$ cat config.mk
export PLATFORM = sky130hd
export DESIGN_NAME = integer_to_radix_ascii_flat
export DESIGN_NICKNAME = d
export VERILOG_FILES = /design/src/design/irx_pkg.sv /design/src/design/irx_in_if.sv /design/src/design/irx_out_if.sv /design/src/design/irx_front.sv /design/src/design/irx_queue.sv /design/src/design/irx_back.sv /design/src/design/integer_to_radix_ascii.sv /design/src/flat_wrapper.sv
export SDC_FILE = /design/constraint.sdc
export NUM_CORES = 1
export LEC_CHECK = 0
export BUFFER_PORTS_ARGS = -buffer_cell sky130_fd_sc_hd__buf_2
export CAP_MARGIN = 40
export CORE_ASPECT_RATIO = 1.75
export CORE_MARGIN = 2
export CORE_UTILIZATION = 67
export DETAILED_ROUTE_END_ITERATION = 10
export PLACE_DENSITY = 0.92
export SYNTH_ARGS = -nofsm -noshare
export SYNTH_HDL_FRONTEND = slang
export SYNTH_HIERARCHICAL = 1
export SYNTH_SLANG_ARGS = --single-unit
$ cat constraint.sdc
create_clock -name clk -period 21.7 [get_ports clk]
set_input_delay 5.425 -clock clk [delete_from_list [all_inputs] [get_ports clk]]
set_output_delay 5.425 -clock clk [all_outputs]
set_load 0.01 [all_outputs]
$ cat src/design/irx_pkg.sv
package irx_pkg;

  localparam int IN_W       = 32;
  localparam int RADIX_W    = 8;
  localparam int RDIV_W     = 5;
  localparam int DIGIT_W    = 4;
  localparam int CHAR_W     = 7;
  localparam int STEP_BITS  = 8;
  localparam int QUEUE_DEPTH = 2;

  localparam logic [RADIX_W-1:0] RADIX_RESET = 8'd10;
  localparam logic [RADIX_W-1:0] RADIX_MIN   = 8'd2;
  localparam logic [RADIX_W-1:0] RADIX_MAX   = 8'd16;

  localparam logic [DIGIT_W-1:0] DECIMAL_LIMIT = 4'd10;
  localparam logic [CHAR_W-1:0]  ASCII_ZERO    = 7'd48;
  localparam logic [CHAR_W-1:0]  LETTER_OFFSET = 7'd55;

  typedef enum logic [2:0] {
    ST_IDLE = 3'b001,
    ST_DIV  = 3'b010,
    ST_EMIT = 3'b100
  } irx_state_t;

  typedef struct packed {
    logic full;
    logic empty;
  } irx_q_stat_t;

  function automatic logic [CHAR_W-1:0] to_ascii(input logic [DIGIT_W-1:0] d);
    if (d < DECIMAL_LIMIT) begin
      return CHAR_W'(d) + ASCII_ZERO;
    end
    return CHAR_W'(d) + LETTER_OFFSET;
  endfunction

endpackage

$ cat src/design/irx_in_if.sv
interface irx_in_if;
  logic                     valid;
  logic                     ready;
  logic [irx_pkg::IN_W-1:0] value;

  modport source (output valid, output value, input ready);
  modport sink   (input valid, input value, output ready);
endinterface

$ cat src/design/irx_out_if.sv
interface irx_out_if;
  logic                       valid;
  logic                       ready;
  logic [irx_pkg::CHAR_W-1:0] digit_char;
  logic                       last_digit;

  modport source (output valid, output digit_char, output last_digit, input ready);
  modport sink   (input valid, input digit_char, input last_digit, output ready);
endinterface

$ cat src/design/irx_front.sv
module irx_front #(
  parameter int OPW = 32
) (
  input  logic                          clk,
  input  logic                          rst_n,
  irx_in_if.sink                        in_ch,
  input  logic                          cfg_we,
  input  logic [irx_pkg::RADIX_W-1:0]   cfg_wdata,
  input  irx_pkg::irx_q_stat_t          q_stat,
  output logic                          push,
  output logic [OPW-1:0]                push_value,
  output logic [irx_pkg::RDIV_W-1:0]    push_radix
);
  import irx_pkg::*;

  logic [RADIX_W-1:0] radix_r;
  logic               radix_ok;

  always_ff @(posedge clk) begin
    if (!rst_n) begin
      radix_r <= RADIX_RESET;
    end else if (cfg_we) begin
      radix_r <= cfg_wdata;
    end
  end

  assign radix_ok    = (radix_r >= RADIX_MIN) && (radix_r <= RADIX_MAX);
  assign in_ch.ready = !q_stat.full;

  // Drop items under an illegal base: they are taken but never queued.
  assign push       = in_ch.valid && in_ch.ready && radix_ok;
  assign push_value = in_ch.value[OPW-1:0];
  assign push_radix = radix_r[RDIV_W-1:0];

endmodule

$ cat src/design/irx_queue.sv
module irx_queue #(
  parameter int W = 37
) (
  input  logic                 clk,
  input  logic                 rst_n,
  input  logic                 push,
  input  logic [W-1:0]         push_data,
  input  logic                 pop,
  output logic [W-1:0]         pop_data,
  output irx_pkg::irx_q_stat_t q_stat
);
  import irx_pkg::*;

  localparam int AW = (QUEUE_DEPTH > 1) ? $clog2(QUEUE_DEPTH) : 1;

  logic [W-1:0]  mem_r [QUEUE_DEPTH];
  logic [AW-1:0] wr_ptr_r;
  logic [AW-1:0] rd_ptr_r;
  logic [AW:0]   cnt_r;
  logic          do_push;
  logic          do_pop;

  assign q_stat.full  = (cnt_r == (AW+1)'(QUEUE_DEPTH));
  assign q_stat.empty = (cnt_r == '0);
  assign do_push      = push && !q_stat.full;
  assign do_pop       = pop && !q_stat.empty;
  assign pop_data     = mem_r[rd_ptr_r];

  always_ff @(posedge clk) begin
    if (!rst_n) begin
      wr_ptr_r <= '0;
      rd_ptr_r <= '0;
      cnt_r    <= '0;
    end else begin
      if (do_push) begin
        wr_ptr_r <= wr_ptr_r + 1'b1;
      end
      if (do_pop) begin
        rd_ptr_r <= rd_ptr_r + 1'b1;
      end
      if (do_push && !do_pop) begin
        cnt_r <= cnt_r + 1'b1;
      end else if (do_pop && !do_push) begin
        cnt_r <= cnt_r - 1'b1;
      end
    end
  end

  always_ff @(posedge clk) begin
    if (do_push) begin
      mem_r[wr_ptr_r] <= push_data;
    end
  end

endmodule

$ cat src/design/irx_back.sv
module irx_back #(
  parameter int OPW = 32
) (
  input  logic                        clk,
  input  logic                        rst_n,
  input  irx_pkg::irx_q_stat_t        q_stat,
  input  logic [OPW-1:0]              pop_value,
  input  logic [irx_pkg::RDIV_W-1:0]  pop_radix,
  output logic                        pop,
  irx_out_if.source                   out_ch
);
  import irx_pkg::*;

  localparam int NSTEP = (OPW + STEP_BITS - 1) / STEP_BITS;
  localparam int DW    = NSTEP * STEP_BITS;
  localparam int SW    = (NSTEP > 1) ? $clog2(NSTEP) : 1;
  localparam int IW    = $clog2(OPW);

  irx_state_t          state_r;
  logic [DW-1:0]       dvd_r;
  logic [DIGIT_W-1:0]  rem_r;
  logic [RDIV_W-1:0]   rad_r;
  logic [SW-1:0]       step_r;
  logic [IW-1:0]       cnt_r;
  logic [IW-1:0]       idx_r;
  logic [DIGIT_W-1:0]  stack_r [OPW];
  logic                out_valid_r;
  logic [CHAR_W-1:0]   out_char_r;
  logic                out_last_r;

  logic [DW-1:0]       dvd_step;
  logic [DIGIT_W-1:0]  rem_step;
  logic                step_last;
  logic                q_zero;
  logic                out_load;

  // Eight restoring-division steps: quotient bits shift in at the bottom.
  always_comb begin
    logic [RDIV_W-1:0] t;
    rem_step = rem_r;
    dvd_step = dvd_r;
    for (int i = 0; i < STEP_BITS; i++) begin
      t        = {rem_step, dvd_step[DW-1]};
      dvd_step = {dvd_step[DW-2:0], 1'b0};
      if (t >= rad_r) begin
        rem_step    = DIGIT_W'(t - rad_r);
        dvd_step[0] = 1'b1;
      end else begin
        rem_step = t[DIGIT_W-1:0];
      end
    end
  end

  assign step_last = (step_r == SW'(NSTEP - 1));
  assign q_zero    = (dvd_step == '0);
  assign pop       = (state_r == ST_IDLE) && !q_stat.empty;
  assign out_load  = (state_r == ST_EMIT) && (!out_valid_r || out_ch.ready);

  assign out_ch.valid      = out_valid_r;
  assign out_ch.digit_char = out_char_r;
  assign out_ch.last_digit = out_last_r;

  always_ff @(posedge clk) begin
    if (!rst_n) begin
      state_r     <= ST_IDLE;
      out_valid_r <= 1'b0;
    end else begin
      if (out_load) begin
        out_valid_r <= 1'b1;
      end else if (out_ch.ready) begin
        out_valid_r <= 1'b0;
      end
      case (state_r)
        ST_IDLE: begin
          if (pop) begin
            state_r <= ST_DIV;
          end
        end
        ST_DIV: begin
          if (step_last && q_zero) begin
            state_r <= ST_EMIT;
          end
        end
        ST_EMIT: begin
          if (out_load && (idx_r == '0)) begin
            state_r <= ST_IDLE;
          end
        end
        default: state_r <= ST_IDLE;
      endcase
    end
  end

  always_ff @(posedge clk) begin
    case (state_r)
      ST_IDLE: begin
        if (pop) begin
          dvd_r  <= DW'(pop_value);
          rad_r  <= pop_radix;
          rem_r  <= '0;
          step_r <= '0;
          cnt_r  <= '0;
        end
      end
      ST_DIV: begin
        dvd_r <= dvd_step;
        if (step_last) begin
          // Push the digit, then restart on the quotient.
          stack_r[cnt_r] <= rem_step;
          cnt_r          <= cnt_r + 1'b1;
          idx_r          <= cnt_r;
          rem_r          <= '0;
          step_r         <= '0;
        end else begin
          rem_r  <= rem_step;
          step_r <= step_r + 1'b1;
        end
      end
      ST_EMIT: begin
        if (out_load) begin
          out_char_r <= to_ascii(stack_r[idx_r]);
          out_last_r <= (idx_r == '0);
          idx_r      <= idx_r - 1'b1;
        end
      end
      default: begin
      end
    endcase
  end

endmodule

$ cat src/design/integer_to_radix_ascii.sv
// Converts each unsigned input value into its ASCII digits in the base held
// in the radix register (2..16, reset 10), most significant digit first,
// one character per output transfer, with last_digit set on the final one.
// Zero gives a single '0'. While radix is outside 2..16 input transfers are
// still taken but produce no characters. Only the low VALUE_WIDTH bits of
// value are used (at most 32). The divider yields 8 quotient bits a cycle;
// once the quotient reaches zero the stacked digits are emitted at one per
// cycle while the receiver is ready. A two-entry queue sits in front of the
// divider, so up to two more items are taken while one is being converted.
module integer_to_radix_ascii #(
  parameter int VALUE_WIDTH = 32
) (
  input  logic                         clk,
  input  logic                         rst_n,
  irx_in_if.sink                       in_ch,
  irx_out_if.source                    out_ch,
  input  logic                         cfg_we,
  input  logic [irx_pkg::RADIX_W-1:0]  cfg_wdata
);
  import irx_pkg::*;

  // Width actually converted: the value port carries 32 bits.
  localparam int OPW = (VALUE_WIDTH < IN_W) ? VALUE_WIDTH : IN_W;
  localparam int QW  = OPW + RDIV_W;

  irx_q_stat_t         q_stat;
  logic                push;
  logic [OPW-1:0]      push_value;
  logic [RDIV_W-1:0]   push_radix;
  logic                pop;
  logic [QW-1:0]       pop_data;

  // Front end: hold the radix register, accept and classify items.
  irx_front #(.OPW(OPW)) u_front (
    .clk        (clk),
    .rst_n      (rst_n),
    .in_ch      (in_ch),
    .cfg_we     (cfg_we),
    .cfg_wdata  (cfg_wdata),
    .q_stat     (q_stat),
    .push       (push),
    .push_value (push_value),
    .push_radix (push_radix)
  );

  // Each entry carries the masked value and the base it was accepted under.
  irx_queue #(.W(QW)) u_queue (
    .clk       (clk),
    .rst_n     (rst_n),
    .push      (push),
    .push_data ({push_radix, push_value}),
    .pop       (pop),
    .pop_data  (pop_data),
    .q_stat    (q_stat)
  );

  // Back end: divide into a digit stack, then drain it top-down.
  irx_back #(.OPW(OPW)) u_back (
    .clk       (clk),
    .rst_n     (rst_n),
    .q_stat    (q_stat),
    .pop_value (pop_data[OPW-1:0]),
    .pop_radix (pop_data[QW-1:OPW]),
    .pop       (pop),
    .out_ch    (out_ch)
  );

endmodule

$ cat src/flat_wrapper.sv
// flat-port wrapper written by rule: the top's interface ports become plain ports
module integer_to_radix_ascii_flat import irx_pkg::*;
#(
  parameter int VALUE_WIDTH = 32
)
  (clk, rst_n, cfg_we, cfg_wdata, in_ch_valid, in_ch_value, in_ch_ready, out_ch_valid, out_ch_digit_char, out_ch_last_digit, out_ch_ready);
  irx_in_if in_ch_i ();
  irx_out_if out_ch_i ();
  input  logic clk;
  input  logic rst_n;
  input  logic cfg_we;
  input  logic [irx_pkg::RADIX_W-1:0] cfg_wdata;
  input wire logic [$bits(in_ch_i.valid)-1:0] in_ch_valid;
  input wire logic [$bits(in_ch_i.value)-1:0] in_ch_value;
  output wire logic [$bits(in_ch_i.ready)-1:0] in_ch_ready;
  output wire logic [$bits(out_ch_i.valid)-1:0] out_ch_valid;
  output wire logic [$bits(out_ch_i.digit_char)-1:0] out_ch_digit_char;
  output wire logic [$bits(out_ch_i.last_digit)-1:0] out_ch_last_digit;
  input wire logic [$bits(out_ch_i.ready)-1:0] out_ch_ready;
  assign in_ch_i.valid = in_ch_valid;
  assign in_ch_i.value = in_ch_value;
  assign in_ch_ready = in_ch_i.ready;
  assign out_ch_valid = out_ch_i.valid;
  assign out_ch_digit_char = out_ch_i.digit_char;
  assign out_ch_last_digit = out_ch_i.last_digit;
  assign out_ch_i.ready = out_ch_ready;
  integer_to_radix_ascii #(.VALUE_WIDTH(VALUE_WIDTH)) u_core (.clk(clk), .rst_n(rst_n), .in_ch(in_ch_i), .out_ch(out_ch_i), .cfg_we(cfg_we), .cfg_wdata(cfg_wdata));
endmodule
==> Yosys cells after proc, flatten, opt, wreduce, memory -nomap -nowiden <==
Memory sizes are Yosys's and may differ from the RTL's. A register that Yosys moved wholly into a read port is not among the register bits.
Cells that the tools add are included.
{ "op_classes": {"eq_ne": 10, "n_mux": 51, "n_lt_le_gt_ge": 11, "n_reduce_logical": 30, "add_sub_neg": 17} }
{ "ops": {"columns": ["cell", "count"], "rows": [
  ["32-bit one-hot mux with 2 select lines", 1],
  ["5-bit greater-or-equal comparator", 8],
  ["4-bit 2-to-1 mux", 10],
  ["32-bit logical NOT", 1],
  ["32-bit 2-to-1 mux", 1],
  ["4-bit subtractor", 8],
  ["5-bit 2-to-1 mux", 5],
  ["1-bit 2-to-1 mux", 20],
  ["5-bit one-hot mux with 2 select lines", 2],
  ["4-bit by 6-bit adder with 7-bit output, second input constant", 2],
  ["7-bit 2-to-1 mux", 2],
  ["1-bit logical AND", 11],
  ["3-bit 2-to-1 mux", 3],
  ["3-bit one-hot mux with 3 select lines", 1],
  ["3-bit AND reduction", 3],
  ["8-bit by 2-bit greater-or-equal comparator with 1-bit output, second input constant", 1],
  ["8-bit by 5-bit <= comparator with 1-bit output, second input constant", 1],
  ["2-bit 2-to-1 mux", 4],
  ["4-bit one-hot mux with 2 select lines", 1],
  ["2-bit nonzero test", 4],
  ["2-bit inequality test, second input constant", 3],
  ["2-bit AND reduction", 3],
  ["5-bit by 1-bit adder with 5-bit output, second input constant", 1],
  ["1-bit logical NOT", 5],
  ["other kinds (14)", 18]
]} }
{ "totals": {"memories": 2, "out_inout_bits": 10, "reg_bits": 77, "ram_bits": 202} }
{ "memory_table": {"columns": ["name", "words", "word_bits", "read_ports", "rd_ports_with_merged_regs", "wr", "line", "rtl"], "rows": [
  ["u_core.u_back.stack_r", 32, 4, 1, 1, 1, "irx_back.sv:26", "logic [DIGIT_W-1:0] stack_r [OPW];"],
  ["u_core.u_queue.mem_r", 2, 37, 1, 1, 1, "irx_queue.sv:16", "logic [W-1:0] mem_r [QUEUE_DEPTH];"]
]} }

==> Longest topological paths before layout <==
{ "depth": {"ltp_word": 20, "ltp_mapped": 49, "mapped_depth_nobuf": 48} }

==> Hierarchy <==
The synthesis kept the hierarchy.
{ "by_module_without_submodules": {"columns": ["mod", "seq_area_each_um2", "n_inst", "area_each_um2", "cells_per_inst"], "rows": [
  ["irx_back", 5855.6, 1, 9905.8, 768],
  ["irx_queue", 2322.2, 1, 2900.3, 140],
  ["irx_front", 160.2, 1, 621.8, 69]
]} }

==> Worst setup path before layout <==
No wires, ideal clock.
{ "synth_path": {"kind": "register to register", "startpoint": "reg u_core.u_back.rad_r[1]", "endpoint": "mem u_core.u_back.stack_r[0][2], data pin", "period_less_slack_ps": 11095, "path_buffers": 1, "path_slack_ps": 10605, "arrival_ps": 10718, "path_stages_with_launch": 44, "required_ps": 21323, "setup_ps": 377, "cell_sequence": "edfxtp_1 inv_1 ha_1 a21o_1 a21oi_1 o21ai_1 mux2_2 ha_1 a21oi_1 o21ai_1 mux2i_1 ha_1 a21o_1 a21o_1 and4b_1 or3_1 ha_1 a21o_1 [... 8 more ...] and2_1 ha_1 and4_1 nor3_1 o2bb2ai_1 buf_1 mux2i_1 ha_1 a21o_1 a21oi_1 o21ai_1 mux2i_1 ha_1 a21o_1 a21oi_1 o21a_1 nor2_1 a21oi_1"} }
{ "synth_via": {"elab_chain_len": 16, "word_cells_on_any_way": 24, "cone_classes": "add/sub: 8; order compare: 8; mux: 8"} }
{ "synth_rtl": {"columns": ["element", "line", "rtl"], "rows": [
  ["from (decl)", "irx_back.sv:22", "logic [RDIV_W-1:0] rad_r;"],
  ["from (signal assigned)", "irx_back.sv:99", "rad_r <= pop_radix;"],
  ["4-bit subtractor / 5-bit greater-or-equal comparator (equally long branches)", "irx_back.sv:46, irx_back.sv:45", null],
  ["4-bit 2-to-1 mux", "irx_back.sv:45", "if (t >= rad_r) begin"],
  ["4-bit subtractor / 5-bit greater-or-equal comparator (equally long branches)", "irx_back.sv:46, irx_back.sv:45", null],
  ["4-bit 2-to-1 mux", "irx_back.sv:45", null],
  ["4-bit subtractor / 5-bit greater-or-equal comparator (equally long branches)", "irx_back.sv:46, irx_back.sv:45", null],
  ["4-bit 2-to-1 mux", "irx_back.sv:45", null],
  ["5-bit greater-or-equal comparator / 4-bit subtractor (equally long branches)", "irx_back.sv:45, irx_back.sv:46", null],
  ["4-bit 2-to-1 mux", "irx_back.sv:45", null],
  ["4-bit subtractor / 5-bit greater-or-equal comparator (equally long branches)", "irx_back.sv:46, irx_back.sv:45", null],
  ["4-bit 2-to-1 mux", "irx_back.sv:45", null],
  ["4-bit subtractor / 5-bit greater-or-equal comparator (equally long branches)", "irx_back.sv:46, irx_back.sv:45", null],
  ["4-bit 2-to-1 mux", "irx_back.sv:45", null],
  ["5-bit greater-or-equal comparator / 4-bit subtractor (equally long branches)", "irx_back.sv:45, irx_back.sv:46", null],
  ["4-bit 2-to-1 mux", "irx_back.sv:45", null],
  ["4-bit subtractor / 5-bit greater-or-equal comparator (equally long branches)", "irx_back.sv:46, irx_back.sv:45", null],
  ["4-bit 2-to-1 mux (*)", "irx_back.sv:45", null],
  ["named net u_core.u_back.rem_step[2]", "irx_back.sv:32", "logic [DIGIT_W-1:0] rem_step;"],
  ["to (decl)", "irx_back.sv:26", null]
]} }
The timed path passes the listed nets; every way through them passes the cells marked *.

==> Worst setup path in the final report <==
{ "layout_path": {"startpoint": "reg u_core.u_back.rad_r[1]", "endpoint": "reg u_core.u_back.rem_r[0], data pin"} }
{ "layout_via": {"elab_chain_len": 18, "word_cells_on_any_way": 25, "cone_classes": "add/sub: 7; order compare: 8; mux: 10"} }
{ "layout_rtl": {"columns": ["element", "line", "rtl"], "rows": [
  ["4-bit subtractor / 5-bit greater-or-equal comparator (equally long branches)", "irx_back.sv:46, irx_back.sv:45", null],
  ["4-bit 2-to-1 mux", "irx_back.sv:45", null],
  ["4-bit subtractor / 5-bit greater-or-equal comparator (equally long branches)", "irx_back.sv:46, irx_back.sv:45", null],
  ["4-bit 2-to-1 mux", "irx_back.sv:45", null],
  ["4-bit subtractor / 5-bit greater-or-equal comparator (equally long branches)", "irx_back.sv:46, irx_back.sv:45", null],
  ["4-bit 2-to-1 mux", "irx_back.sv:45", null],
  ["5-bit greater-or-equal comparator / 4-bit subtractor (equally long branches)", "irx_back.sv:45, irx_back.sv:46", null],
  ["4-bit 2-to-1 mux", "irx_back.sv:45", null],
  ["[... 3 more ...]", null, null],
  ["4-bit 2-to-1 mux", "irx_back.sv:45", null],
  ["4-bit subtractor / 5-bit greater-or-equal comparator (equally long branches)", "irx_back.sv:46, irx_back.sv:45", null],
  ["4-bit 2-to-1 mux", "irx_back.sv:45", null],
  ["5-bit greater-or-equal comparator (*)", "irx_back.sv:45", null],
  ["4-bit 2-to-1 mux (*)", "irx_back.sv:45", null],
  ["named net u_core.u_back.rem_step[0]", "irx_back.sv:32", null],
  ["4-bit 2-to-1 mux (*)", "irx_back.sv:107", "if (step_last) begin"],
  ["4-bit one-hot mux with 2 select lines (*)", "irx_back.sv:95", "case (state_r)"],
  ["to (signal assigned)", "irx_back.sv:115", "rem_r <= rem_step;"],
  ["to (decl)", "irx_back.sv:21", "logic [DIGIT_W-1:0] rem_r;"]
]} }
Marks and branches as above.
A chain may end at the register's enable or synchronous reset.

==> metrics.txt <==
worst-path fanout max=21; max_cap viols=0; Post-synth EDFFs=263; CP top delay family=compound AO/OA/AOI/OAI gates; area of the multi-input gates=4500 um^2; # DRC=0; Synth area leader=edfxtp_1; slowest cell on the critical path=o21ai_1; Setup crit end kind=flip-flop; DRT Pass-1 Iters=5; Clock H-tree levels=1; Post-CTS Resized=0; Detailed Route WL=27600 um; CTS Hold Bufs=0; FF/Latch Area=8340 um^2; io pins=55; fmax=0.0797 GHz; HP Class=reg2reg; ANT cells=0; Post-synth top cells=263 x edfxtp_1, 124 x nand2_1, 63 x nor2_1; port bufs=54; antenna violation net count after detailed routing=0; Synth async-reset ratio=0; iteration-0 DRC count of the detailed router=510; Die Y=191 um; Tcrit/Tclk final=0.578; vias=7886; vias per cell=6.25; Worst Skew=0.0252 ns; fin nets=1101; TritonCTS clock tree=yes; # rows=68; DIE WIDTH=111 um; FILL cells=1176; post-synthesis sequential area ratio=0.621; clk sink count=285; worst-skew pair later-pin latency=0.54 ns; most used flip-flop cell after synthesis=edfxtp_1; final hold viol count=0; Mapped Nets=1079; clock slew at reported path FFs=0.07 ns; pin count of the biggest net entering global routing=39; Starting Density=0.683; top-count cell post-synth=edfxtp_1; Core ar.=19700 um^2; vias in the first global route=8385; Routed wire per std cell=21.8 um; RSZ-0062 raised after global routing=no; Post-Synthesis Cells=977; worst stage delay on the critical path=0.60 ns; CP Launch Type=flip-flop; synthesis-to-finish area growth=7.51%; Slew @ Worst Pin=0.882 ns; layout cells sized above 1=0.176; outcome=complete, no violations; Placer Congestion=0.940; Cell Area, Synth=13400 um^2; Tmin final=12.54 ns; syn_area_per_cell=13.7 um^2; initial antenna violation count=0; max-slew violations=0; crit-path most repeated cell=ha_1; hpwl dp=19800 um; GR Util All Layers=0.263; CP Class=reg2reg; CTS Buffer Depth=3; yosys warns=6; Worst EP required=22.08 ns; first-pass GRT wire length=43100 um; FF+latch count, synth=285; CTS Buf Count=24; setup TNS=0 ns; Crit path arrival time=12.93 ns; Max transition margin=0.410; # setup viols final=0; Synth cell types=64; Clock Root Buffer=clkbuf_16; Synth top area share=0.588; die area=21200 um^2; GR Overflow Total=0; Buf+Inv Stages, Crit Path=4; dominant cells by area after synthesis=edfxtp_1 59%, ha_1 4.6%, mux4_2 4.0%; # Post-CTS Setup Buffers=0
-- registers in the layout, indices dropped and copies added (netlist names), named ones only --
name                             cells
u_core/u_back/step_r                 2
u_core/u_back/out_ch.last_digit      1
u_core/u_back/idx_r                  5
u_core/u_back/out_ch.digit_char      7
u_core/u_queue/cnt_r                 2
u_core/u_queue/rd_ptr_r              1
u_core/u_back/out_ch.valid           1
u_core/u_queue/wr_ptr_r              1
u_core/u_back/cnt_r                  5
u_core/u_back/rem_r                  4
u_core/u_back/rad_r                  5
u_core/u_back/stack_r              128
u_core/u_front/radix_r               8
u_core/u_back/state_r                3
u_core/u_queue/mem_r                74
u_core/u_back/dvd_r                 32
-- area by class of cell --
cell class,count,area share
tap,245,0.0212
multi-input combinational,584,0.312
sequential,285,0.578
clock buffer,33,0.0439
timing repair buffer,65,0.0257
clock inverter,11,0.00953
inverter,39,0.0101
-- worst paths after layout --
path / start / to / slack, ns / cells past startpoint
worst max-delay path: u_core/u_back/rad_r[1] / u_core/u_back/rem_r[0] / 9.16 / 46
worst min-delay path: u_core/u_front/radix_r[2] / u_core/u_queue/mem_r[0][34] / 0.48 / 0
worst max register to register: u_core/u_back/rad_r[1] / u_core/u_back/rem_r[0] / 9.16 / 46
worst min register to register: u_core/u_front/radix_r[2] / u_core/u_queue/mem_r[0][34] / 0.48 / 0
-- worst reg2reg max path, delay by kind of cell (launching register included) --
kind / cells / cell delay (ns)
and+or+nand+nor: 6 / 1.09
adders and majority gates: 8 / 2.66
DFF: 1 / 0.59
muxes: 4 / 1.56
AOI/OAI and AO/OA: 24 / 5.67
buffers and inverters: 4 / 0.84
-- layout by cell type (no fill, tap or decap), drive strengths merged, types with 8 or more instances in the layout --
cell type	synthesis	routed
a21o	16	16
a21oi	34	34
a22oi	15	15
and2	11	11
buf	55	65
clkbuf	14	33
dfxtp	22	22
edfxtp	263	263
fa	8	8
ha	49	49
inv	39	39
mux2	48	48
mux2i	38	38
mux4	24	24
nand2	126	126
nand2b	12	12
nand3	10	10
nor2	63	63
nor2b	9	9
o21ai	25	25
xnor2	17	17
xor2	8	8
-- cell families after synthesis --
family,Yosys count,share of synthesized area
DFF,285,0.621
muxes,110,0.110
xor gates and xnor gates,25,0.0163
adders and majority gates,57,0.0576
AOI/OAI and AO/OA,114,0.0534
and+or+nand+nor,278,0.0969
buffers and inverters,108,0.0448
-- metal layers --
| metal | global-route usage | vias to the layer above | part of all wire |
|---|---|---|---|
| li1 | - | 3610 | - |
| met1 | 0.251 | 3850 | 0.32 |
| met2 | 0.522 | 307 | 0.57 |
| met3 | 0.0273 | 119 | 0.043 |
| met4 | 0.171 | 0 | 0.069 |
| met5 | 0 | - | 0 |
-- stage by stage --
| step | instances | hold WS (ns) | setup WS (ns) | instance area [um^2] | util |
|---|---|---|---|---|---|
| 2_1_floorplan | 977 | 0.465 | 10.61 | 13400 | - |
| 3_3_place_gp | 1215 | 0.464 | 9.73 | 13600 | 0.693 |
| 3_5_place_dp | 1218 | 0.466 | 9.29 | 13700 | 0.695 |
| 4_1_cts | 1262 | 0.482 | 9.27 | 14400 | 0.735 |
| 5_1_grt | 1262 | 0.501 | 8.19 | 14400 | 0.735 |
| 6_report | 1262 | 0.481 | 9.16 | 14400 | 0.735 |
Power is not shown: default switching activity piles up to over one toggle a cycle in this logic, so the estimate is an artifact.
